File: config.mk
export PLATFORM = sky130hd
export DESIGN_NAME = deque_with_search_flat
export DESIGN_NICKNAME = d
export VERILOG_FILES = /design/src/rtl/core/dws_pkg.sv /design/src/rtl/core/dws_if.sv /design/src/rtl/core/deque_with_search.sv /design/src/rtl/core/dws_ram.sv /design/src/flat_wrapper.sv
export SDC_FILE = /design/constraint.sdc
export NUM_CORES = 1
export LEC_CHECK = 0
export BUFFER_PORTS_ARGS = -buffer_cell sky130_fd_sc_hd__buf_2
export CORE_MARGIN = 4
export CORE_UTILIZATION = 56
export CTS_CLUSTER_DIAMETER = 100
export DETAILED_ROUTE_END_ITERATION = 10
export HOLD_SLACK_MARGIN = 0.02
export PLACE_DENSITY = 0.69
export RECOVER_POWER = 100
export SLEW_MARGIN = 25
export SYNTH_ARGS = -nofsm -noshare
export SYNTH_HDL_FRONTEND = slang
export SYNTH_SLANG_ARGS = --single-unit
File: constraint.sdc
create_clock -name clk_i -period 8 [get_ports clk_i]
set_input_delay 1.6 -clock clk_i [delete_from_list [all_inputs] [get_ports clk_i]]
set_output_delay 1.6 -clock clk_i [all_outputs]
set_load 0.02 [all_outputs]
File: src/rtl/core/dws_pkg.sv
// package for the deque with search: sizes, codes and ring index helper
`default_nettype none

package dws_pkg;

  // ring size and derived widths
  localparam int CAPACITY = 16;
  localparam int IDX_W    = $clog2(CAPACITY);
  localparam int CNT_W    = $clog2(CAPACITY + 1);
  localparam int SUM_W    = IDX_W + 1;
  localparam int DATA_W   = 32;
  localparam int MODE_W   = 3;
  localparam int STAT_W   = 2;
  localparam int POS_W    = 5;

  typedef enum logic [MODE_W-1:0] {
    MODE_PUSH_BACK    = 3'd0,
    MODE_PUSH_FRONT   = 3'd1,
    MODE_POP_FRONT    = 3'd2,
    MODE_POP_BACK     = 3'd3,
    MODE_SEARCH_FRONT = 3'd4,
    MODE_SEARCH_BACK  = 3'd5
  } mode_e;

  typedef enum logic [STAT_W-1:0] {
    STATUS_DONE  = 2'd0,
    STATUS_EMPTY = 2'd1,
    STATUS_FULL  = 2'd2
  } status_e;

  // one result item
  typedef struct packed {
    status_e          status;
    logic             found;
    logic [POS_W-1:0] position;
    logic [POS_W-1:0] occupancy;
  } result_t;

  // fold a sum below twice the capacity back into the ring
  function automatic logic [IDX_W-1:0] ring_wrap(input logic [SUM_W-1:0] sum);
    logic [SUM_W-1:0] folded;
    folded = (sum >= SUM_W'(CAPACITY)) ? (sum - SUM_W'(CAPACITY)) : sum;
    return folded[IDX_W-1:0];
  endfunction

  // count to the 5-bit result field, masked when the count is wider
  function automatic logic [POS_W-1:0] to_field(input logic [CNT_W-1:0] cnt);
    logic [CNT_W+POS_W-1:0] ext;
    ext = {{POS_W{1'b0}}, cnt};
    return ext[POS_W-1:0];
  endfunction

endpackage

`default_nettype wire

File: src/rtl/core/dws_if.sv
// handshake interfaces for the operation and result channels
`default_nettype none

interface dws_in_if
  import dws_pkg::*;
();
  logic                     valid;
  logic                     ready;
  logic [MODE_W-1:0]        mode;
  logic signed [DATA_W-1:0] value;

  modport source (output valid, output mode, output value, input ready);
  modport sink (input valid, input mode, input value, output ready);
endinterface

interface dws_out_if
  import dws_pkg::*;
();
  logic              valid;
  logic              ready;
  logic [STAT_W-1:0] status;
  logic              found;
  logic [POS_W-1:0]  position;
  logic [POS_W-1:0]  occupancy;

  modport source (output valid, output status, output found, output position,
                  output occupancy, input ready);
  modport sink (input valid, input status, input found, input position,
                input occupancy, output ready);
endinterface

`default_nettype wire

File: src/rtl/core/deque_with_search.sv
// deque with search: ring of entries in a ram, walked one entry a cycle on search
//
//   channel  dir  handshake      payload
//   in_i     in   valid/ready    mode, value
//   out_o    out  valid/ready    status, found, position, occupancy
//
// push, pop and no-op items are accepted, then handed to the output register.
// a search walks the n held entries, stopping early on a match; the
// single ram read port allows one entry read and compared per cycle.
// reset clears front index, count and control; the ram holds no reset state.
// a new item is taken while a result waits in the output register; a stalled
// output holds the next result in the done state until the register frees.
`default_nettype none

module deque_with_search
  import dws_pkg::*;
(
  input wire logic  clk_i,
  input wire logic  rst_ni,
  dws_in_if.sink    in_i,
  dws_out_if.source out_o
);

  typedef enum logic [2:0] {
    ST_IDLE   = 3'b001,
    ST_SEARCH = 3'b010,
    ST_DONE   = 3'b100
  } state_e;

  state_e            state_q, state_d;
  logic [IDX_W-1:0]  front_q, front_d;
  logic [CNT_W-1:0]  count_q, count_d;
  logic [CNT_W-1:0]  rd_cnt_q, rd_cnt_d;
  logic [CNT_W-1:0]  cmp_pos_q, cmp_pos_d;
  logic              cmp_v_q, cmp_v_d;
  logic              from_back_q, from_back_d;
  logic [DATA_W-1:0] key_q, key_d;
  result_t           pend_q, pend_d;
  logic              out_valid_q, out_valid_d;
  result_t           out_q, out_d;

  logic              accept;
  logic              full, empty;
  logic              ram_we, ram_re;
  logic [IDX_W-1:0]  ram_waddr, ram_raddr;
  logic [DATA_W-1:0] ram_rdata;
  logic              hit, issue, walk_end, out_load;
  logic [CNT_W-1:0]  back_off;

  assign accept = in_i.valid && in_i.ready;
  assign full   = (count_q == CNT_W'(CAPACITY));
  assign empty  = (count_q == '0);

  // entry storage
  dws_ram #(
    .WIDTH (DATA_W),
    .DEPTH (CAPACITY)
  ) u_ram (
    .clk_i   (clk_i),
    .we_i    (ram_we),
    .waddr_i (ram_waddr),
    .wdata_i (key_d),
    .re_i    (ram_re),
    .raddr_i (ram_raddr),
    .rdata_o (ram_rdata)
  );

  // search walk: compare stage against the key, read stage ahead of it
  assign hit      = (state_q == ST_SEARCH) && cmp_v_q && (ram_rdata == key_q);
  assign walk_end = (state_q == ST_SEARCH) && !hit && (rd_cnt_q == count_q);
  assign issue    = (state_q == ST_SEARCH) && !hit && (rd_cnt_q != count_q);
  assign back_off = count_q - CNT_W'(1) - rd_cnt_q;
  assign ram_re   = issue;
  assign ram_raddr = from_back_q ? ring_wrap({1'b0, front_q} + SUM_W'(back_off))
                                 : ring_wrap({1'b0, front_q} + SUM_W'(rd_cnt_q));

  // output register frees when empty or drained this cycle
  assign out_load = (state_q == ST_DONE) && (!out_valid_q || out_o.ready);

  // item decode, state update and sequencing
  always_comb begin
    state_d     = state_q;
    front_d     = front_q;
    count_d     = count_q;
    rd_cnt_d    = rd_cnt_q;
    cmp_pos_d   = cmp_pos_q;
    cmp_v_d     = issue;
    from_back_d = from_back_q;
    key_d       = in_i.value;
    pend_d      = pend_q;
    ram_we      = 1'b0;
    ram_waddr   = ring_wrap({1'b0, front_q} + SUM_W'(count_q));

    case (state_q)
      ST_IDLE: begin
        if (accept) begin
          pend_d.status   = STATUS_DONE;
          pend_d.found    = 1'b0;
          pend_d.position = '0;
          state_d         = ST_DONE;
          case (mode_e'(in_i.mode))
            MODE_PUSH_BACK: begin
              if (full) begin
                pend_d.status = STATUS_FULL;
              end else begin
                ram_we  = 1'b1;
                count_d = count_q + CNT_W'(1);
              end
            end
            MODE_PUSH_FRONT: begin
              ram_waddr = ring_wrap({1'b0, front_q} + SUM_W'(CAPACITY - 1));
              if (full) begin
                pend_d.status = STATUS_FULL;
              end else begin
                ram_we  = 1'b1;
                front_d = ram_waddr;
                count_d = count_q + CNT_W'(1);
              end
            end
            MODE_POP_FRONT: begin
              if (empty) begin
                pend_d.status = STATUS_EMPTY;
              end else begin
                front_d = ring_wrap({1'b0, front_q} + SUM_W'(1));
                count_d = count_q - CNT_W'(1);
              end
            end
            MODE_POP_BACK: begin
              if (empty) begin
                pend_d.status = STATUS_EMPTY;
              end else begin
                count_d = count_q - CNT_W'(1);
              end
            end
            MODE_SEARCH_FRONT, MODE_SEARCH_BACK: begin
              from_back_d = (mode_e'(in_i.mode) == MODE_SEARCH_BACK);
              rd_cnt_d    = '0;
              state_d     = ST_SEARCH;
            end
            default: begin
            end
          endcase
          pend_d.occupancy = to_field(count_d);
        end
      end
      ST_SEARCH: begin
        key_d = key_q;
        if (issue) begin
          rd_cnt_d  = rd_cnt_q + CNT_W'(1);
          cmp_pos_d = rd_cnt_q + CNT_W'(1);
        end
        if (hit) begin
          pend_d.found    = 1'b1;
          pend_d.position = to_field(cmp_pos_q);
          state_d         = ST_DONE;
        end else if (walk_end) begin
          state_d = ST_DONE;
        end
      end
      ST_DONE: begin
        key_d = key_q;
        if (out_load) begin
          state_d = ST_IDLE;
        end
      end
      default: begin
        state_d = ST_IDLE;
      end
    endcase
  end

  assign in_i.ready = (state_q == ST_IDLE);

  // output register
  always_comb begin
    out_d       = out_q;
    out_valid_d = out_valid_q;
    if (out_load) begin
      out_d       = pend_q;
      out_valid_d = 1'b1;
    end else if (out_o.ready) begin
      out_valid_d = 1'b0;
    end
  end

  assign out_o.valid     = out_valid_q;
  assign out_o.status    = out_q.status;
  assign out_o.found     = out_q.found;
  assign out_o.position  = out_q.position;
  assign out_o.occupancy = out_q.occupancy;

  // control registers
  always_ff @(posedge clk_i or negedge rst_ni) begin
    if (!rst_ni) begin
      state_q     <= ST_IDLE;
      front_q     <= '0;
      count_q     <= '0;
      rd_cnt_q    <= '0;
      cmp_v_q     <= 1'b0;
      out_valid_q <= 1'b0;
    end else begin
      state_q     <= state_d;
      front_q     <= front_d;
      count_q     <= count_d;
      rd_cnt_q    <= rd_cnt_d;
      cmp_v_q     <= cmp_v_d;
      out_valid_q <= out_valid_d;
    end
  end

  // payload registers
  always_ff @(posedge clk_i) begin
    cmp_pos_q   <= cmp_pos_d;
    from_back_q <= from_back_d;
    key_q       <= key_d;
    pend_q      <= pend_d;
    out_q       <= out_d;
  end

  // checks
  a_count_bound: assert property (@(posedge clk_i) disable iff (!rst_ni)
    count_q <= CNT_W'(CAPACITY))
    else $error("entry count above capacity");

  a_front_bound: assert property (@(posedge clk_i) disable iff (!rst_ni)
    {1'b0, front_q} < SUM_W'(CAPACITY))
    else $error("front index outside ring");

  a_walk_bound: assert property (@(posedge clk_i) disable iff (!rst_ni)
    issue |-> (rd_cnt_q < count_q))
    else $error("search read beyond held entries");

  a_full_refused: assert property (@(posedge clk_i) disable iff (!rst_ni)
    (accept && full && (in_i.mode == MODE_PUSH_BACK || in_i.mode == MODE_PUSH_FRONT))
      |=> ($stable(count_q) && $stable(front_q)))
    else $error("refused push changed the ring");

  a_search_quiet: assert property (@(posedge clk_i) disable iff (!rst_ni)
    (state_q == ST_SEARCH) |=> $stable(count_q))
    else $error("count moved during a search");

endmodule

`default_nettype wire

File: src/rtl/core/dws_ram.sv
// generic single-write single-read ram with registered read data
`default_nettype none

module dws_ram #(
  parameter int WIDTH = 32,
  parameter int DEPTH = 16
) (
  input  wire logic                     clk_i,
  input  wire logic                     we_i,
  input  wire logic [$clog2(DEPTH)-1:0] waddr_i,
  input  wire logic [WIDTH-1:0]         wdata_i,
  input  wire logic                     re_i,
  input  wire logic [$clog2(DEPTH)-1:0] raddr_i,
  output      logic [WIDTH-1:0]         rdata_o
);

  logic [WIDTH-1:0] mem_q [DEPTH];

  // write port
  always_ff @(posedge clk_i) begin
    if (we_i) begin
      mem_q[waddr_i] <= wdata_i;
    end
  end

  // registered read port
  always_ff @(posedge clk_i) begin
    if (re_i) begin
      rdata_o <= mem_q[raddr_i];
    end
  end

endmodule

`default_nettype wire
File: src/flat_wrapper.sv
// flat-port wrapper written by rule: the top's interface ports become plain ports
module deque_with_search_flat import dws_pkg::*;
  (clk_i, rst_ni, in_i_valid, in_i_mode, in_i_value, in_i_ready, out_o_valid, out_o_status, out_o_found, out_o_position, out_o_occupancy, out_o_ready);
  dws_in_if in_i_i ();
  dws_out_if out_o_i ();
  input wire logic clk_i;
  input wire logic rst_ni;
  input wire logic [$bits(in_i_i.valid)-1:0] in_i_valid;
  input wire logic [$bits(in_i_i.mode)-1:0] in_i_mode;
  input wire logic [$bits(in_i_i.value)-1:0] in_i_value;
  output wire logic [$bits(in_i_i.ready)-1:0] in_i_ready;
  output wire logic [$bits(out_o_i.valid)-1:0] out_o_valid;
  output wire logic [$bits(out_o_i.status)-1:0] out_o_status;
  output wire logic [$bits(out_o_i.found)-1:0] out_o_found;
  output wire logic [$bits(out_o_i.position)-1:0] out_o_position;
  output wire logic [$bits(out_o_i.occupancy)-1:0] out_o_occupancy;
  input wire logic [$bits(out_o_i.ready)-1:0] out_o_ready;
  assign in_i_i.valid = in_i_valid;
  assign in_i_i.mode = in_i_mode;
  assign in_i_i.value = in_i_value;
  assign in_i_ready = in_i_i.ready;
  assign out_o_valid = out_o_i.valid;
  assign out_o_status = out_o_i.status;
  assign out_o_found = out_o_i.found;
  assign out_o_position = out_o_i.position;
  assign out_o_occupancy = out_o_i.occupancy;
  assign out_o_i.ready = out_o_ready;
  deque_with_search u_core (.clk_i(clk_i), .rst_ni(rst_ni), .in_i(in_i_i), .out_o(out_o_i));
endmodule
==> qor.yml, run 1 <==
worst_setup_path:
  end_kind: "flop"
  critical_path_class: "flop to flop"
  critical_path_arrival_ns: 6.09
  cp-start-kind: "flop"
  cp.required_ns: 8.24
  cp_max_fo: 32
synthesis:
  synth_edf_count: 576
  synth_top_area_share_pct: 69.9
  syn-mean-instance-area_um2: 20.8
  yosys-top-cells-area: "edfxtp_1 (70%), mux4_2 (12%), mux2i_1 (4.0%), dfxtp_1 (2.6%), dfrtp_1 (1.8%)"
  synthArstFlopShare_pct: 3.03
  synth_area_leader_cell: "edfxtp_1"
  syn_area_um2: 24700
  ys.flop_type: "edfxtp_1"
  yosysWarnings: 0
  ys_ff_latch: 627
  synth_cell_types: 55
  synth_nets: 1249
  yosysSeqAreaShare_pct: 74.4
  synthCells: 1190
clocking:
  cts_buffers: 60
  htree_levels: 2
  clock_sinks: 627
  clk_latency_ns: 0.61
  cts_setup_buffers: 0
  clk_root_buffer_cell: "clkbuf_16"
  clockBufferDepth: 3
  clkSlewWorstSetupHoldPaths_ns: 0.06
  cts_resized: 0
  ctsHoldBuffers: 0
  tritoncts: "built"
sta:
  setup_viol: 0
  fin_crit_sh_pct: 73.2
  grt_setup_unrepaired: "false"
  maxSlewHeadroom_pct: -96.9
  clock_skew_ns: 0.0148
  clock.fmax_ghz: 0.171
  final_hold_viol_count: 0
  worst-slew-pin-transition_ns: 2.95
  finalMaxSlewViolations: 315
  fin_setup_tns_ns: 0
  layout_min_cycle_time_ns: 5.85
final_layout:
  diodes: 0
  syn2layout_area_growth_pct: 11.1
  final_area_um2: 27500
  nets: 1342
  drive_gt1_share_pct: 20.1
power:
  power.density_nw_per_um2: 420
  p_total_mw: 11.5
  p_leak_nw: 9.22
  ir_drop_mv: 0.372
drt:
  remaining_drc_errors: 0
  drtPass1Iterations: 5
  ant_nets: 0
  viasPerCell: 5.90
  num_vias: 11300
  wire_per_inst_um: 25.1
  wl_mm: 48.1
  drt_iter0_markers: 1143
global_routing:
  grt_max_degree: 129
  grt_pass1_vias: 12000
  grt_pass1_wl_mm: 74.3
  grt_util_all_layers_pct: 20.9
  antenna_found_initial: 0
  grt-ovfl-total: 0
worst_hold_path:
  hold_class: "flop to flop"
placement:
  placed_area_um2: 25900
  gp_congestion: 0.790
  io_buffers: 53
  hpwl_mm: 28.3
job:
  max_cap_viol_count: 10
floorplan:
  num_io_pins: 54
  core_area_um2: 43400
  die_y_um: 218
  die_area_um2: 47600
  rows: 76
  start_util_pct: 57.1
  die_width_um: 218
run_status:
  status: "finished, violations left"
  violations: "capacitance limit, slew limit"
-- cells in the final DEF, fill, tap and decap left out, drive strengths merged, types with 4 or more instances in the layout --
cell type	netlist	layout
inv	19	21
clkinv	0	19
buf	28	42
nor2	16	16
and2	8	8
nand3	13	13
fa	5	5
mux2	38	38
o21ai	6	6
nand4	9	9
xor2	12	12
xnor2	47	47
nand2	17	17
dfrtp	18	18
dfxtp	32	32
nand2b	4	4
ha	15	15
a21oi	16	16
mux2i	98	98
mux4	128	128
a21o	8	8
edfxtp	576	576
nor3	16	16
clkbuf	23	134
-- metrics by stage --
step                util, %  setup slack [ns]  hold WS [ns]  cells
floorplan                 -              2.49         0.400   1190
global placement       59.6              3.20         0.401   1804
detailed placement     59.7              3.15         0.405   1806
CTS                    63.9              3.57         0.418   1920
global route           63.4              1.80         0.420   1920
finish                 63.4              2.15         0.416   1920
-- synth_stat cells, types with 2 or more instances --
cell type,instances
edfxtp_1,576
mux4_2,128
mux2i_1,98
xnor2_1,46
mux2_2,38
dfxtp_1,32
clkbuf_1,23
inv_1,19
buf_2,18
dfrtp_1,18
nand2_1,17
nor2_1,16
a21oi_1,15
ha_1,15
nor3_1,15
nand3_1,12
xor2_1,11
nand4_1,9
and2_1,8
a21o_1,7
buf_6,7
fa_1,5
o21ai_0,5
nand2b_1,4
and3_1,3
buf_1,3
dlygate4sd1_1,3
nand3b_1,3
nor4_1,3
o31ai_1,3
or3_1,3
a221oi_1,2
nor2b_1,2
nor3b_1,2
-- state kept, by name (all words and copies together) (netlist names) --
signal,cells
u_core.cmp_pos_q,5
u_core.cmp_v_q,1
u_core.count_q,5
u_core.from_back_q,1
u_core.front_q,4
u_core.key_q,32
u_core.out_o.found,1
u_core.out_o.occupancy,5
u_core.out_o.position,5
u_core.out_o.status,2
u_core.out_o.valid,1
u_core.pend_q,13
u_core.rd_cnt_q,5
u_core.state_q,3
u_core.u_ram.mem_q,512
u_core.u_ram.rdata_o,32
-- cell type report --
class                           count  area, um2
Sequential cell                   627      18400
Fill cell                        2990      15900
Multi-Input combinational cell    490       6040
Clock buffer                       91       1680
Tap cell                          585        732
Timing Repair Buffer               85        412
Clock inverter                     23        140
Inverter                           19       71.3
-- where the power goes --
part           internal, mW  total, mW  leakage [nW]  switching [mW]
Combinational          2.25       4.74          2.63            2.49
Sequential             4.06       4.18          5.71           0.129
Clock                  1.48       2.63         0.890            1.15
Total                  7.78       11.5          9.22            3.77
-- layer usage --
| metal | share of wire (%) | GRT usage, % | up-vias | wire length [um] |
|---|---|---|---|---|
| met5 | 0 | 0 | - | 0 |
| met4 | 2.3 | 5.90 | 0 | 1120 |
| met3 | 4.5 | 3.13 | 70 | 2150 |
| met2 | 50 | 34.4 | 276 | 24100 |
| met1 | 43 | 29.7 | 5962 | 20800 |
| li1 | - | - | 5020 | - |
-- path summary, 6_finish.rpt --
check                                                   start                                  to  slack [ns]  depth (start not counted)
worst min register to register    u_core.pend_q[12]$_DFFE_PP_    u_core.out_o.status[1]$_DFFE_PP_        0.42                          0
worst max-delay path            u_core.count_q[0]$_DFFE_PN0P_  u_core.u_ram.rdata_o[13]$_DFFE_PP_        2.15                         12
max in group asynchronous                              rst_ni            u_core.cmp_v_q$_DFF_PN0_        6.01                          1
min in group asynchronous                              rst_ni       u_core.count_q[3]$_DFFE_PN0P_        1.24                          1
worst max register to register  u_core.count_q[0]$_DFFE_PN0P_  u_core.u_ram.rdata_o[13]$_DFFE_PP_        2.15                         12
worst min-delay path              u_core.pend_q[12]$_DFFE_PP_    u_core.out_o.status[1]$_DFFE_PP_        0.42                          0
-- worst max-delay path: stages (launching register included) --
cell	delay [ns]
dfrtp_1	0.56
inv_1	0.20
ha_1	0.37
inv_1	0.06
fa_1	0.48
ha_1	0.30
a21o_1	0.16
a21oi_1	0.16
xnor3_1	0.23
a21oi_1	0.39
xnor2_4	0.15
clkbuf_1	2.09
mux2i_1	0.29
-- logic make-up (layout without fill, tap and decap cells) --
family	after synthesis	in the layout	share of synthesized area, %
DFF	627	627	74.4
muxes	264	264	17.3
and+or+nand+nor	103	103	2.24
buffers and inverters	73	218	1.47
xor gates and xnor gates	60	60	2.24
AOI/OAI and AO/OA	43	43	1.12
adders and majority gates	20	20	1.16
Power figures use the tool's default switching activity.
==> run 2: changes to the inputs <==
--- a/config.mk
+++ b/config.mk
@@ -5,6 +5,7 @@
 export SDC_FILE = /design/constraint.sdc
 export NUM_CORES = 1
 export LEC_CHECK = 0
+export ABC_AREA = 1
 export BUFFER_PORTS_ARGS = -buffer_cell sky130_fd_sc_hd__buf_2
 export CORE_MARGIN = 4
 export CORE_UTILIZATION = 56
==> constraint.sdc (replaced) <==
create_clock -name clk_i -period 5.7 [get_ports clk_i]
set_input_delay 1.14 -clock clk_i [delete_from_list [all_inputs] [get_ports clk_i]]
set_output_delay 1.14 -clock clk_i [all_outputs]
set_load 0.02 [all_outputs]
==> run 2 against run 1 <==
  * The flow still finishes with violations (capacitance limit, slew limit)
  * Sequential cell count stayed put
  * Area after synthesis is 4.7% higher
  * Non-clock buffer count is 9 higher
  * Register-to-register slack worse by 1.2 ns
  * First-iteration DRC count is 83% higher
  * Sequential share of layout area is 2.9 points lower
  * Synthesized cell count is 82% higher
  * Count of clock-buffer cells in the layout is 17 lower
  * Worst hold slack better by 0.0042 ns
  * Clock skew is 0.016 ns higher
  * Maximum frequency is 24% higher
  * Routed wire length is 28% higher
==> qor.yml, run 2 <==
synthesis:
  synth_edf_count: 576  # unchanged
  synth_cell_types: 43  # was 55
  yosys-top-cells-area: "edfxtp_1 (67%), nor2_1 (5.2%), nand2_1 (4.4%), o21ai_0 (3.4%), dfxtp_1 (2.5%)"  # was edfxtp_1 (70%), mux4_2 (12%), mux2i_1 (4.0%), dfxtp_1 (2.6%), dfrtp_1 (1.8%)
  yosysMostFrequentCell: "edfxtp_1"  # unchanged
  ys_ff_latch: 627  # unchanged
  ys.flop_type: "edfxtp_1"  # unchanged
  syn_area_um2: 25900  # was 24,700 um2
  yosysSeqAreaShare_pct: 71.1  # was 74.4%
  syn-mean-instance-area_um2: 12.0  # was 20.8 um2
  yosys-top-cells-count: "edfxtp_1 (576), nor2_1 (360), nand2_1 (304)"  # was edfxtp_1 (576), mux4_2 (128), mux2i_1 (98)
  synthArstFlopShare_pct: 3.03  # unchanged
  synth_area_leader_cell: "edfxtp_1"  # unchanged
  synth_top_area_share_pct: 66.8  # was 69.9%
  yosysWarnings: 0  # unchanged
  synth_nets: 2220  # was 1,249
  synthCells: 2161  # was 1,190
drt:
  num_vias: 16600  # was 11,300
  ant_nets: 0  # unchanged
  drtPass1Iterations: 5  # unchanged
  remaining_drc_errors: 0  # unchanged
  drt_iter0_markers: 2092  # was 1,143
  wire_per_inst_um: 21.6  # was 25.1 um
  wl_mm: 61.7  # was 48.1 mm
  viasPerCell: 5.82  # was 5.90
worst_setup_path:
  critical_path_arrival_ns: 4.36  # was 6.09 ns
  end_kind: "flop"  # unchanged
  cpMaxStageDelayCell: "clkinvlp_2"  # was clkbuf_1
  cp_max_fo: 33  # was 32
  worstRegToRegCells: 11  # was 12
  path_common_cell: "nand2_1"
  cpPeakStageDelay_ns: 1.91  # was 2.09 ns
  rr_startpoint: "u_core.u_ram.rdata_o[1]$_DFFE_PP_"  # was u_core.count_q[0]$_DFFE_PN0P_
  critPathTopFamily: "buffers and inverters"  # unchanged
  cp.required_ns: 5.32  # was 8.24 ns
  crit_cells: 11  # was 12
  critical_path_class: "flop to flop"  # unchanged
  crit_buf_inv: 2  # was 3
  path_cells: "inv_1, nand2_1, nand2_1, nor2_1, nand2_1, nor2_1, nand2_1, nor2_1, nand2_1, nand3_1, clkinvlp_2"  # was inv_1, ha_1, inv_1, fa_1, ha_1, a21o_1, a21oi_1, xnor3_1, a21oi_1, xnor2_4, clkbuf_1, mux2i_1
  cp-start-kind: "flop"  # unchanged
  rrSetupSlack_ns: 0.96  # was 2.15 ns
  timing.rr.end: "u_core.u_ram.rdata_o[19]$_DFFE_PP_"  # was u_core.u_ram.rdata_o[13]$_DFFE_PP_
sta:
  grt_setup_unrepaired: "false"  # unchanged
  layout_min_cycle_time_ns: 4.74  # was 5.85 ns
  maxSlewHeadroom_pct: -57.7  # was -96.9%
  clock.fmax_ghz: 0.211  # was 0.171 GHz
  fin_setup_tns_ns: 0  # unchanged
  worst-slew-pin-transition_ns: 2.35  # was 2.95 ns
  final_hold_viol_count: 0  # unchanged
  finalMaxSlewViolations: 136  # was 315
  clock_skew_ns: 0.0305  # was 0.0148 ns
  setup_viol: 0  # unchanged
  fin_crit_sh_pct: 83.1  # was 73.2%
global_routing:
  grt-ovfl-total: 0  # unchanged
  grt_pass1_wl_mm: 94.7  # was 74.3 mm
  antenna_found_initial: 1  # was 0
  grt_max_degree: 175  # was 129
  grt_pass1_vias: 16200  # was 12,000
  grt_util_all_layers_pct: 24.6  # was 20.9%
placement:
  hpwl_mm: 33.6  # was 28.3 mm
  io_buffers: 53  # unchanged
  gp_congestion: 0.869  # was 0.790
clocking:
  clk_latency_ns: 0.62  # was 0.61 ns
  clkSlewWorstSetupHoldPaths_ns: 0.06  # about the same
  cts_setup_buffers: 0  # unchanged
  clk_root_buffer_cell: "clkbuf_16"  # unchanged
  htree_levels: 2  # unchanged
  cts_buffers: 61  # was 60
  clock_sinks: 627  # unchanged
  cts_resized: 0  # unchanged
  tritoncts: "built"  # unchanged
  clockBufferDepth: 3  # unchanged
  ctsHoldBuffers: 0  # unchanged
worst_hold_path:
  worstHoldStart: "u_core.pend_q[9]$_DFFE_PP_"  # was u_core.pend_q[12]$_DFFE_PP_
  hold_end: "u_core.out_o.position[4]$_DFFE_PP_"  # was u_core.out_o.status[1]$_DFFE_PP_
  hold_depth: 0  # unchanged
  hold_class: "flop to flop"  # unchanged
final_layout:
  drive_gt1_share_pct: 7.68  # was 20.1%
  nFillCells: 3353  # was 2,990
  reg.largest.list: "u_core.u_ram.mem_q x512, u_core.key_q x32, u_core.u_ram.rdata_o x32"  # unchanged
  diodes: 0  # unchanged
  largest_reg_flops: 512  # unchanged
  syn2layout_area_growth_pct: 10.8  # was 11.1%
  nets: 2260  # was 1,342
  top_register: "u_core.u_ram.mem_q"  # unchanged
  multiInputGateArea_um2: 6380  # was 6040 um2
  final_util_pct: 63.0  # was 63.4%
  seq_area_um2: 18400  # unchanged
  layout_commonest_cell: "edfxtp_1"  # unchanged
  layout_common_cells: "edfxtp_1 (576), nor2_1 (351), nand2_1 (304)"  # was edfxtp_1 (576), mux4_2 (128), mux2i_1 (97)
job:
  max_cap_viol_count: 8  # was 10
floorplan:
  start_util_pct: 56.8  # was 57.1%
  die_area_um2: 49800  # was 47,600 um2
  die_y_um: 223  # was 218 um
  rows: 78  # was 76
  die_width_um: 223  # was 218 um
  core_area_um2: 45600  # was 43,400 um2
  num_io_pins: 54  # unchanged
run_status:
  status: "finished, violations left"  # unchanged
  violations: "capacitance limit, slew limit"  # unchanged
run 2: cell types whose count changed after synthesis, moves of 58 or more:
cell	before	now
inv_1	19	133
mux2i_1	98	0
mux4_2	128	0
nand2_1	17	304
nand3_1	12	70
nor2_1	16	360
o21ai_0	5	175
o21ai_1	1	114
o22ai_1	0	64
run 2: cells by family (layout without fill, tap and decap cells):
family	after synthesis	in the layout	share of synthesized area, %
xor gates and xnor gates	33	33	1.12
AOI/OAI and AO/OA	453	453	9.73
buffers and inverters	256	347	4.79
DFF	627	627	71.1
adders and majority gates	20	20	1.11
and+or+nand+nor	760	760	11.6
muxes	12	12	0.522
run 2: worst reg2reg max path, stage by stage, from the launching register on:
cell and delay [ns]:
edfxtp_1 0.34, inv_1 0.04, nand2_1 0.10, nand2_1 0.06
nor2_1 0.29, nand2_1 0.10, nor2_1 0.12, nand2_1 0.13
nor2_1 0.12, nand2_1 0.15, nand3_1 0.35, clkinvlp_2 1.91
run 2: per-layer routing:
layer | up-vias | GRT usage (%) | part of all wire (%)
met5 | - | 0 | 0
met4 | 0 | 9.58 | 3.9
met3 | 148 | 3.87 | 7.3
met2 | 732 | 39.7 | 48
met1 | 8033 | 34.1 | 41
li1 | 7694 | - | -
run 2: per-stage QoR:
step	instance area (um2)	hold WS [ns]	setup slack, ns	cells
floorplan	25900	0.400	1.77	2161
global placement	26700	0.406	1.63	2730
detailed placement	26900	0.407	1.60	2738
CTS	28900	0.421	1.71	2852
global route	28700	0.425	0.745	2852
finish	28700	0.420	0.964	2852
run 2: cell type report:
cell class | count | area share [%]
Sequential cell | 627 | 64.1
Multi-Input combinational cell | 1278 | 22.2
Clock buffer | 74 | 5.74
Tap cell | 600 | 2.62
Clock inverter | 40 | 1.20
Inverter | 139 | 1.82
Timing Repair Buffer | 94 | 2.25
run 2: how the worst max path moves through the flow:
stage               slack [ns]                               from                                   end
floorplan                 1.77                       in_i_mode[1]   u_core.u_ram.mem_q[12][0]$_DFFE_PP_
global placement          1.63                         in_i_valid  u_core.u_ram.mem_q[13][10]$_DFFE_PP_
detailed placement        1.60                         in_i_valid  u_core.u_ram.mem_q[13][10]$_DFFE_PP_
CTS                       1.71      u_core.count_q[1]$_DFFE_PN0P_    u_core.u_ram.rdata_o[21]$_DFFE_PP_
global route              0.74  u_core.u_ram.rdata_o[1]$_DFFE_PP_     u_core.u_ram.rdata_o[8]$_DFFE_PP_
finish                    0.96  u_core.u_ram.rdata_o[1]$_DFFE_PP_    u_core.u_ram.rdata_o[19]$_DFFE_PP_
Power of run 2 is not shown: default switching activity piles up to over one toggle a cycle in this logic, so the estimate is an artifact.
==> run 3: changes to the inputs <==
--- a/config.mk
+++ b/config.mk
@@ -5,14 +5,14 @@
 export SDC_FILE = /design/constraint.sdc
 export NUM_CORES = 1
 export LEC_CHECK = 0
-export ABC_AREA = 1
+export ABC_AREA = 0
 export BUFFER_PORTS_ARGS = -buffer_cell sky130_fd_sc_hd__buf_2
 export CORE_MARGIN = 4
 export CORE_UTILIZATION = 56
 export CTS_CLUSTER_DIAMETER = 100
 export DETAILED_ROUTE_END_ITERATION = 10
 export HOLD_SLACK_MARGIN = 0.02
-export PLACE_DENSITY = 0.69
+export PLACE_DENSITY = 0.72
 export RECOVER_POWER = 100
 export SLEW_MARGIN = 25
 export SYNTH_ARGS = -nofsm -noshare
==> constraint.sdc (replaced) <==
create_clock -name clk_i -period 4.2 [get_ports clk_i]
set_input_delay 0.84 -clock clk_i [delete_from_list [all_inputs] [get_ports clk_i]]
set_output_delay 0.84 -clock clk_i [all_outputs]
set_load 0.02 [all_outputs]
==> run 3 against run 2 <==
  * The run now ends clean
  * Global-route usage fell by 3.0 points
  * Worst setup slack worse by 0.61 ns
  * Final area is 3.2% lower
  * Die area is 4.3% lower
  * Count of clock-buffer cells in the layout up 8
  * Sequential share of layout area rose by 2.1 points
  * Non-clock buffer count is the same
  * First-iteration DRC count shrank 47%
  * Routed wire length fell by 19%
  * Register-to-register slack lost 0.61 ns
  * Via count down 30%
  * Critical endpoint is now u_core.u_ram.rdata_o[9]$_DFFE_PP_
==> qor.yml, run 3 (synthesis gave the netlist of run 1 again) <==
run_status:
  status: "finished clean"  # was finished, violations left
power:
  power.density_nw_per_um2: 805
  p_seq_share_pct: 35.4
  p_int_mw: 15.2
  power_frac_comb_pct: 41.2
  p_leak_nw: 9.41
  p_sw_share_pct: 31.9
  p_total_mw: 22.4
  switchingPower_mw: 7.15
  ir_drop_mv: 1.16
  clkPwrFrac_pct: 23.4
clocking:
  cts_buffers: 59  # was 61
  clk_root_buffer_cell: "clkbuf_16"  # unchanged
  clockBufferDepth: 3  # unchanged
  ctsHoldBuffers: 0  # unchanged
  clk_latency_ns: 0.62  # about the same
  clock_sinks: 627  # unchanged
  htree_levels: 2  # unchanged
  cts_resized: 0  # unchanged
  cts_setup_buffers: 0  # unchanged
  tritoncts: "built"  # unchanged
  clkSlewWorstSetupHoldPaths_ns: 0.06  # about the same
sta:
  clock_skew_ns: 0.0134  # was 0.0305 ns
  setup_viol: 0  # unchanged
  maxSlewHeadroom_pct: 11.5  # was -57.7%
  worst-slew-pin-transition_ns: 1.33  # was 2.35 ns
  final_hold_viol_count: 0  # unchanged
  clock.fmax_ghz: 0.260  # was 0.211 GHz
  layout_min_cycle_time_ns: 3.84  # was 4.74 ns
  finalMaxSlewViolations: 0  # was 136
  fin_crit_sh_pct: 91.5  # was 83.1%
  whs_ns: 0.420  # about the same
  grt_setup_unrepaired: "false"  # unchanged
final_layout:
  nFillCells: 2993  # was 3,353
  final_util_pct: 64.1  # was 63.0%
  largest_reg_flops: 512  # unchanged
  finalNonFillerCells: 1927  # was 2,852
  drive_gt1_share_pct: 22.4  # was 7.68%
  multiInputGateArea_um2: 6050  # was 6380 um2
  layout_common_cells: "edfxtp_1 (576), mux4_2 (128), mux2i_1 (97)"  # was edfxtp_1 (576), nor2_1 (351), nand2_1 (304)
  nets: 1350  # was 2,260
  top_register: "u_core.u_ram.mem_q"  # unchanged
  syn2layout_area_growth_pct: 12.3  # was 10.8%
  reg.largest.list: "u_core.u_ram.mem_q x512, u_core.key_q x32, u_core.u_ram.rdata_o x32"  # unchanged
  diodes: 0  # unchanged
  seq_area_um2: 18400  # unchanged
  layout_commonest_cell: "edfxtp_1"  # unchanged
worst_setup_path:
  critPathTopFamily: "adder cells"  # was buffers and inverters
  timing.rr.end: "u_core.u_ram.rdata_o[9]$_DFFE_PP_"  # was u_core.u_ram.rdata_o[19]$_DFFE_PP_
  path_cells: "inv_1, ha_1, inv_1, fa_1, ha_1, a21o_1, a21oi_1, xnor3_1, a21oi_1, xnor2_4, clkbuf_1, mux2i_1"  # was inv_1, nand2_1, nand2_1, nor2_1, nand2_1, nor2_1, nand2_1, nor2_1, nand2_1, nand3_1, clkinvlp_2
  rr_startpoint: "u_core.count_q[0]$_DFFE_PN0P_"  # was u_core.u_ram.rdata_o[1]$_DFFE_PP_
  critical_path_arrival_ns: 4.20  # was 4.36 ns
  cp.required_ns: 4.56  # was 5.32 ns
  rrSetupSlack_ns: 0.36  # was 0.96 ns
  cpMaxStageDelayCell: "dfrtp_1"  # was clkinvlp_2
  critical_path_class: "flop to flop"  # unchanged
  end_kind: "flop"  # unchanged
  crit_buf_inv: 3  # was 2
  cp-start-kind: "flop"  # unchanged
  worstRegToRegCells: 12  # was 11
  cpPeakStageDelay_ns: 0.54  # was 1.91 ns
  cp_max_fo: 10  # was 33
global_routing:
  use_met1_pct: 29.8  # was 34.1%
  use_met3_pct: 3.18  # was 3.87%
  grt_max_degree: 53  # was 175
  grt-ovfl-total: 0  # unchanged
  grt_pass1_wl_mm: 76.1  # was 94.7 mm
  grt_util_all_layers_pct: 21.6  # was 24.6%
  antenna_found_initial: 0  # was 1
  grt_pass1_vias: 12000  # was 16,200
  met2_usage_pct: 36.9  # was 39.7%
  busiest_layer: "met2"  # unchanged
worst_hold_path:
  hold_class: "flop to flop"  # unchanged
  worstHoldStart: "u_core.pend_q[9]$_DFFE_PP_"  # unchanged
  hold_end: "u_core.out_o.position[4]$_DFFE_PP_"  # unchanged
  hold_depth: 0  # unchanged
floorplan:
  die_width_um: 218  # was 223 um
  core_area_um2: 43400  # was 45,600 um2
  die_area_um2: 47600  # was 49,800 um2
  die_y_um: 218  # was 223 um
  start_util_pct: 57.1  # was 56.8%
  num_io_pins: 54  # unchanged
  rows: 76  # was 78
drt:
  wire_per_inst_um: 26.0  # was 21.6 um
  remaining_drc_errors: 0  # unchanged
  viasPerCell: 6.05  # was 5.82
  wl_mm: 50.0  # was 61.7 mm
  drt_iter0_markers: 1108  # was 2,092
  ant_nets: 0  # unchanged
  num_vias: 11700  # was 16,600
  drtPass1Iterations: 5  # unchanged
placement:
  hpwl_mm: 27.1  # was 33.6 mm
  io_buffers: 53  # unchanged
  gp_congestion: 0.781  # was 0.869
  place_inst: 1815  # was 2,738
job:
  max_cap_viol_count: 0  # was 8
## run 3: routing by layer
| layer | vias up | share of wire, % |
|---|---|---|
| met2 | 378 | 52 |
| met4 | 0 | 2.0 |
| met1 | 6175 | 40 |
| li1 | 5035 | - |
| met5 | - | 0 |
| met3 | 75 | 5.9 |
## run 3: metrics by stage
| step | setup TNS [ns] | instance area (um2) | setup slack [ns] |
|---|---|---|---|
| after detailed placement | 0 | 26200 | 0.398 |
| final | 0 | 27800 | 0.359 |
| after global placement | 0 | 26200 | 0.515 |
| after global routing | 0 | 27800 | 0.0939 |
| after CTS | 0 | 28100 | 0.356 |
| after floorplan | -242.91 | 24700 | -0.546 |
## run 3: worst reg2reg max path: cells and delay by family (launching register included)
family	cells	cell delay, ns
multiplexers	1	0.12
AO/OA/AOI/OAI	3	0.68
XOR/XNOR	2	0.58
flip-flops	1	0.54
adder cells (fa/ha/maj)	3	1.13
buffers and inverters	3	0.53
## run 3: layout make-up
class	count	area share (%)
tap	585	2.63
inverter	19	0.257
sequential	627	66.2
clock buffer	82	5.73
clock inverter	30	1.18
multi-input combinational	490	21.7
timing repair buffer	94	2.21
## run 3: power groups by stage
| stage | sequential [mW] | clock, mW | combinational (mW) |
|---|---|---|---|
| after floorplan | 7.99 | 0 | 7.08 |
| after global placement | 8.04 | 0 | 9.24 |
| after detailed placement | 8.05 | 0 | 9.41 |
| after CTS | 7.93 | 5.33 | 9.48 |
| after global routing | 7.97 | 5.62 | 10.0 |
| final | 7.94 | 5.24 | 9.21 |
## run 3: worst max-delay path by stage
| stage | start | to | slack (ns) | depth (start not counted) |
|---|---|---|---|---|
| 3_5_place_dp | u_core.count_q[0]$_DFFE_PN0P_ | u_core.u_ram.rdata_o[4]$_DFFE_PP_ | 0.40 | 11 |
| 3_3_place_gp | u_core.count_q[0]$_DFFE_PN0P_ | u_core.u_ram.rdata_o[27]$_DFFE_PP_ | 0.51 | 11 |
| 6_report | u_core.count_q[0]$_DFFE_PN0P_ | u_core.u_ram.rdata_o[9]$_DFFE_PP_ | 0.36 | 12 |
| 4_1_cts | u_core.count_q[0]$_DFFE_PN0P_ | u_core.u_ram.rdata_o[4]$_DFFE_PP_ | 0.36 | 11 |
| 5_1_grt | u_core.state_q[2]$_DFFE_PN0P_ | u_core.u_ram.mem_q[9][19]$_DFFE_PP_ | 0.09 | 10 |
| 2_1_floorplan | in_i_mode[1] | u_core.u_ram.mem_q[2][0]$_DFFE_PP_ | -0.55 | 7 |
